$ cat config.mk
export PLATFORM = sky130hd
export DESIGN_NAME = lphm_hash
export DESIGN_NICKNAME = d
export VERILOG_FILES = /design/src/hw/rtl/lphm_pkg.sv /design/src/hw/rtl/lphm_hash.sv
export SDC_FILE = /design/constraint.sdc
export NUM_CORES = 1
export LEC_CHECK = 0
export BUFFER_PORTS_ARGS = -buffer_cell sky130_fd_sc_hd__buf_2
export CAP_MARGIN = 15
export CORE_ASPECT_RATIO = 0.8
export CORE_MARGIN = 4
export CORE_UTILIZATION = 40
export CTS_BUF_LIST = sky130_fd_sc_hd__clkbuf_8
export DETAILED_ROUTE_END_ITERATION = 8
export GPL_TIMING_DRIVEN = 0
export SLEW_MARGIN = 25
export SYNTH_ARGS = -nofsm -noshare
export SYNTH_HDL_FRONTEND = slang
export SYNTH_SLANG_ARGS = --single-unit
$ cat constraint.sdc
create_clock -name clk_i -period 5.9 [get_ports clk_i]
set_input_delay 1.18 -clock clk_i [delete_from_list [all_inputs] [get_ports clk_i]]
set_output_delay 1.18 -clock clk_i [all_outputs]
set_load 0.02 [all_outputs]
$ cat src/hw/rtl/lphm_pkg.sv
`timescale 1ns / 1ps
// ----------------------------------------------------------------------------
// lphm_pkg
// Shared constants for the linear probing hash map: FNV-1a prime with a
// nonstandard offset basis, operation, status and bucket state codes.
// ----------------------------------------------------------------------------
package lphm_pkg;

  localparam logic [63:0] FNV_BASIS = 64'd1469598103934665603;
  // prime = 2^40 + 0x1b3
  localparam int          FNV_SHIFT = 40;
  localparam logic [8:0]  FNV_LOW   = 9'h1b3;

  localparam logic [1:0] KIND_SET   = 2'd0;
  localparam logic [1:0] KIND_GET   = 2'd1;
  localparam logic [1:0] KIND_DEL   = 2'd2;
  localparam logic [1:0] KIND_CLEAR = 2'd3;

  localparam logic [1:0] STATUS_OK        = 2'd0;
  localparam logic [1:0] STATUS_NOT_FOUND = 2'd1;
  localparam logic [1:0] STATUS_INVALID   = 2'd2;
  localparam logic [1:0] STATUS_FULL      = 2'd3;

  localparam logic [1:0] SLOT_EMPTY = 2'd0;
  localparam logic [1:0] SLOT_LIVE  = 2'd1;
  localparam logic [1:0] SLOT_TOMB  = 2'd2;

  localparam logic [6:0] LIMIT_RESET = 7'd38;

endpackage

$ cat src/hw/rtl/lphm_hash.sv
`timescale 1ns / 1ps
// ----------------------------------------------------------------------------
// lphm_hash
// Iterative 64-bit FNV-1a-style hash over eight key bytes, one byte per cycle.
// ----------------------------------------------------------------------------
module lphm_hash (
  input  logic        clk_i,
  input  logic        rst_ni,
  input  logic        start_i,
  input  logic [63:0] key_i,
  output logic        done_o,
  output logic [63:0] hash_o
);
  import lphm_pkg::*;

  logic        run_q, run_d;
  logic [2:0]  rnd_q, rnd_d;
  logic [63:0] h_q, h_d;
  logic [63:0] key_q, key_d;
  logic        done_q, done_d;
  logic [63:0] x;

  // x * prime as shift plus narrow multiply
  assign x = h_q ^ {56'd0, key_q[7:0]};

  always_comb begin
    run_d  = run_q;
    rnd_d  = rnd_q;
    h_d    = h_q;
    key_d  = key_q;
    done_d = 1'b0;
    if (start_i) begin
      run_d = 1'b1;
      rnd_d = 3'd0;
      h_d   = FNV_BASIS;
      key_d = key_i;
    end else if (run_q) begin
      h_d   = (x << FNV_SHIFT) + (x * {55'd0, FNV_LOW});
      key_d = key_q >> 8;
      rnd_d = rnd_q + 3'd1;
      if (rnd_q == 3'd7) begin
        run_d  = 1'b0;
        done_d = 1'b1;
      end
    end
  end

  always_ff @(posedge clk_i or negedge rst_ni) begin
    if (!rst_ni) begin
      run_q  <= 1'b0;
      rnd_q  <= 3'd0;
      done_q <= 1'b0;
    end else begin
      run_q  <= run_d;
      rnd_q  <= rnd_d;
      done_q <= done_d;
    end
  end

  always_ff @(posedge clk_i) begin
    h_q   <= h_d;
    key_q <= key_d;
  end

  assign done_o = done_q;
  assign hash_o = (h_q == 64'd0) ? FNV_BASIS : h_q;

endmodule

==> impl_metrics.env <==
export IMPL_synthCells=1891
export IMPL_path_buf_inv=0
export IMPL_cts_buffer_depth=2
export IMPL_hold_violations=0
export IMPL_wirelength_mm=55.5
export IMPL_async_flop_share=0.0376
export IMPL_drt_pass1_iter_count=5
export IMPL_hp_class="in -> async"
export IMPL_grt_max_degree=39
export IMPL_setup_viol=0
export IMPL_fin_crit_sh=0.969
export IMPL_cp_arrival_ns=6.04
export IMPL_htree_levels=4
export IMPL_cts_hold_buffers=0
export IMPL_r2r_start="h_q[5]$_SDFFE_PP0P_"
export IMPL_r2r_cells=17
export IMPL_io_pin_count=132
export IMPL_dieHeight_um=197
export IMPL_synth_cell_types=83
export IMPL_fin_util=0.464
export IMPL_cts_buffers=17
export IMPL_insertion_delay_ns=0.48
export IMPL_r2r_end="h_q[56]$_SDFFE_PP0P_"
export IMPL_root_buffer="clkbuf_8"
export IMPL_core_area_sq_mm=0.0436
export IMPL_synth_area_per_cell_sq_um=9.43
export IMPL_antenna_found_initial=2
export IMPL_synth_fp_nets=2401
export IMPL_place_area_sq_mm=0.0193
export IMPL_num_fill_cells=4238
export IMPL_drtIter0Drc=913
export IMPL_crit_slowest_cell="a2111o_1"
export IMPL_r2r_setup_slack_ns=0.18
export IMPL_final_cell_mix="inv_1 (461), ha_1 (217), fa_1 (212), buf_2 (138), a21oi_1 (98)"
export IMPL_cpMostUsedCell="ha_1"
export IMPL_cts_sinks=133
export IMPL_outcome="finished, final reports clean"
export IMPL_crit_required_ns=6.22
export IMPL_vias_per_cell=5.20
export IMPL_cp_start_kind="register"
export IMPL_critPathCaptureType="register"
export IMPL_synth_area_sq_mm=0.0178
export IMPL_routabilityCongestion=0.972
export IMPL_place_hpwl_mm=47.4
export IMPL_route_vias_total=13845
export IMPL_area_growth_pct=13.3
export IMPL_clk_pin_slew_worst_paths_ns=0.10
export IMPL_die_x_um=244
export IMPL_grt_pass1_wl_mm=85.1
export IMPL_skew_ns=0.0176
export IMPL_path_class="reg -> reg"
export IMPL_max_cap_violations=0
export IMPL_cp_cell_sequence="xor2_1 -> ha_1 -> xor2_1 -> ha_1 -> fa_1 -> fa_1 -> ha_1 -> ha_1 -> and3_4 -> o2111ai_2 -> a2111o_1 -> a2111oi_4 -> o211ai_2 -> nand2_4 -> a41oi_1 -> xor2_1 -> o22ai_2"
export IMPL_portBuffers=130
export IMPL_routedWlPerCell_um=20.8
export IMPL_overflow=0
export IMPL_fp_dieArea_sq_mm=0.0480
export IMPL_layout_commonest_cell="inv_1"
export IMPL_crit_fanout=6
export IMPL_synth_seq_cells=133
export IMPL_rows=68
export IMPL_final_cell_area_sq_mm=0.0202
export IMPL_cts_tree="done"
export IMPL_fmax_mhz=175
export IMPL_seq_area_sq_mm=0.00335
export IMPL_synth_main_ff_cell="edfxtp_1"
export IMPL_relSlewSlack=0.326
export IMPL_path_delay_family="adder cells"
export IMPL_synth_seq_area_share=0.187
export IMPL_rsz0062_at_grt="yes"
export IMPL_multi_input_area_sq_mm=0.0128
export IMPL_drive_above_1_share=0.169
export IMPL_grt_use_total=0.231
export IMPL_ant_nets=0
export IMPL_synth_enable_flop_cells=64
export IMPL_layout_min_cycle_time_ns=5.72
export IMPL_drv_slew=0
export IMPL_cpPeakStageDelay_ns=0.54
export IMPL_tightest_slew_ns=1.01
export IMPL_grt_pass1_vias=14264
export IMPL_yosysWarnings=0
export IMPL_drc=0
export IMPL_start_util=0.409
export IMPL_nets=2565
state kept, by name, summed over array words and instances (netlist names):
name,cells
key_q,64
done_o,1
rnd_q,3
h_q,64
run_q,1
area by class of cell:
type,instances,area share
multi-input cells,1222,0.633
clock buffers,17,0.0116
well taps,595,0.0368
inverters,471,0.0884
flip-flops and latches,133,0.166
diodes,2,0.000248
plain buffers,59,0.0134
clock inverters,15,0.00997
repair buffers,151,0.0405
per-layer routing:
| metal | routed length [um] | GRT usage |
|---|---|---|
| met5 | 0 | 0 |
| met4 | 1280 | 0.0595 |
| met1 | 26600 | 0.348 |
| met3 | 3960 | 0.0438 |
| met2 | 23600 | 0.342 |
worst register-to-register path, delay by kind of cell, from the launching register on:
family,cells,cell delay (ns)
fa+ha+maj,6,2.31
xor+xnor,3,0.78
flops,1,0.50
simple gates,2,0.38
compound gates,6,1.59
synth_stat cells, drive strengths merged (12+ instances only):
master,instances,share of area
buf,20,0.0068
inv,470,0.099
a211oi,15,0.0077
nor3,12,0.0034
a21o,55,0.023
mux2,56,0.035
a21oi,107,0.031
and2,15,0.0053
o21bai,12,0.0051
clkbuf,45,0.0095
mux2i,21,0.012
dfxtp,64,0.072
xor2,64,0.031
xnor2,53,0.026
ha,231,0.16
nand4,29,0.010
nand3,13,0.0036
nor2,60,0.013
o21ai,57,0.016
fa,212,0.24
o211ai,12,0.0053
nand2,93,0.020
edfxtp,64,0.11
logic make-up (layout without fill, tap and decap cells):
kind of cell,count (synthesis),after routing,share of synthesized area
compound gates,327,327,0.124
xor+xnor,117,117,0.0575
fa+ha+maj,443,443,0.400
buf+inv,536,713,0.115
flops,133,133,0.187
mux,77,77,0.0472
other cells,0,2,0
simple gates,258,258,0.0693
stage by stage:
step	cells	setup WS (ns)	hold WS [ns]	TNS, ns
CTS	2653	0.00123	0.511	0
detailed placement	2618	-0.497	0.508	-7.20
global placement	2616	-0.737	0.506	-29.37
finish	2665	0.184	0.527	0
global route	2665	-0.0544	0.508	-0.0752
floorplan	1891	0.689	0.456	0
how the worst max path moves through the flow:
stage / from / to / slack, ns / depth (start not counted)
2_1_floorplan: key_q[2]$_DFFE_PP_ / h_q[63]$_SDFFE_PP0P_ / 0.69 / 20
3_3_place_gp: start_i / h_q[31]$_SDFFE_PP0P_ / -0.74 / 5
3_5_place_dp: h_q[2]$_SDFFE_PP0P_ / h_q[50]$_SDFFE_PP1P_ / -0.50 / 20
4_1_cts: h_q[4]$_SDFFE_PP0P_ / h_q[59]$_SDFFE_PP0P_ / 0.001 / 19
5_1_grt: h_q[31]$_SDFFE_PP0P_ / h_q[50]$_SDFFE_PP1P_ / -0.05 / 21
6_report: h_q[5]$_SDFFE_PP0P_ / h_q[56]$_SDFFE_PP0P_ / 0.18 / 17
what timing repair did:
| action | 4_1_cts | 5_1_grt |
|---|---|---|
| endpoints found under the setup margin | 28 | 22 |
| pin swaps | 2 | 10 |
| cloned | 0 | 0 |
| buffers inserted | 3 | 16 |
| resized for setup | 17 | 68 |
Power is not shown: default switching activity piles up to over one toggle a cycle in this logic, so the estimate is an artifact.
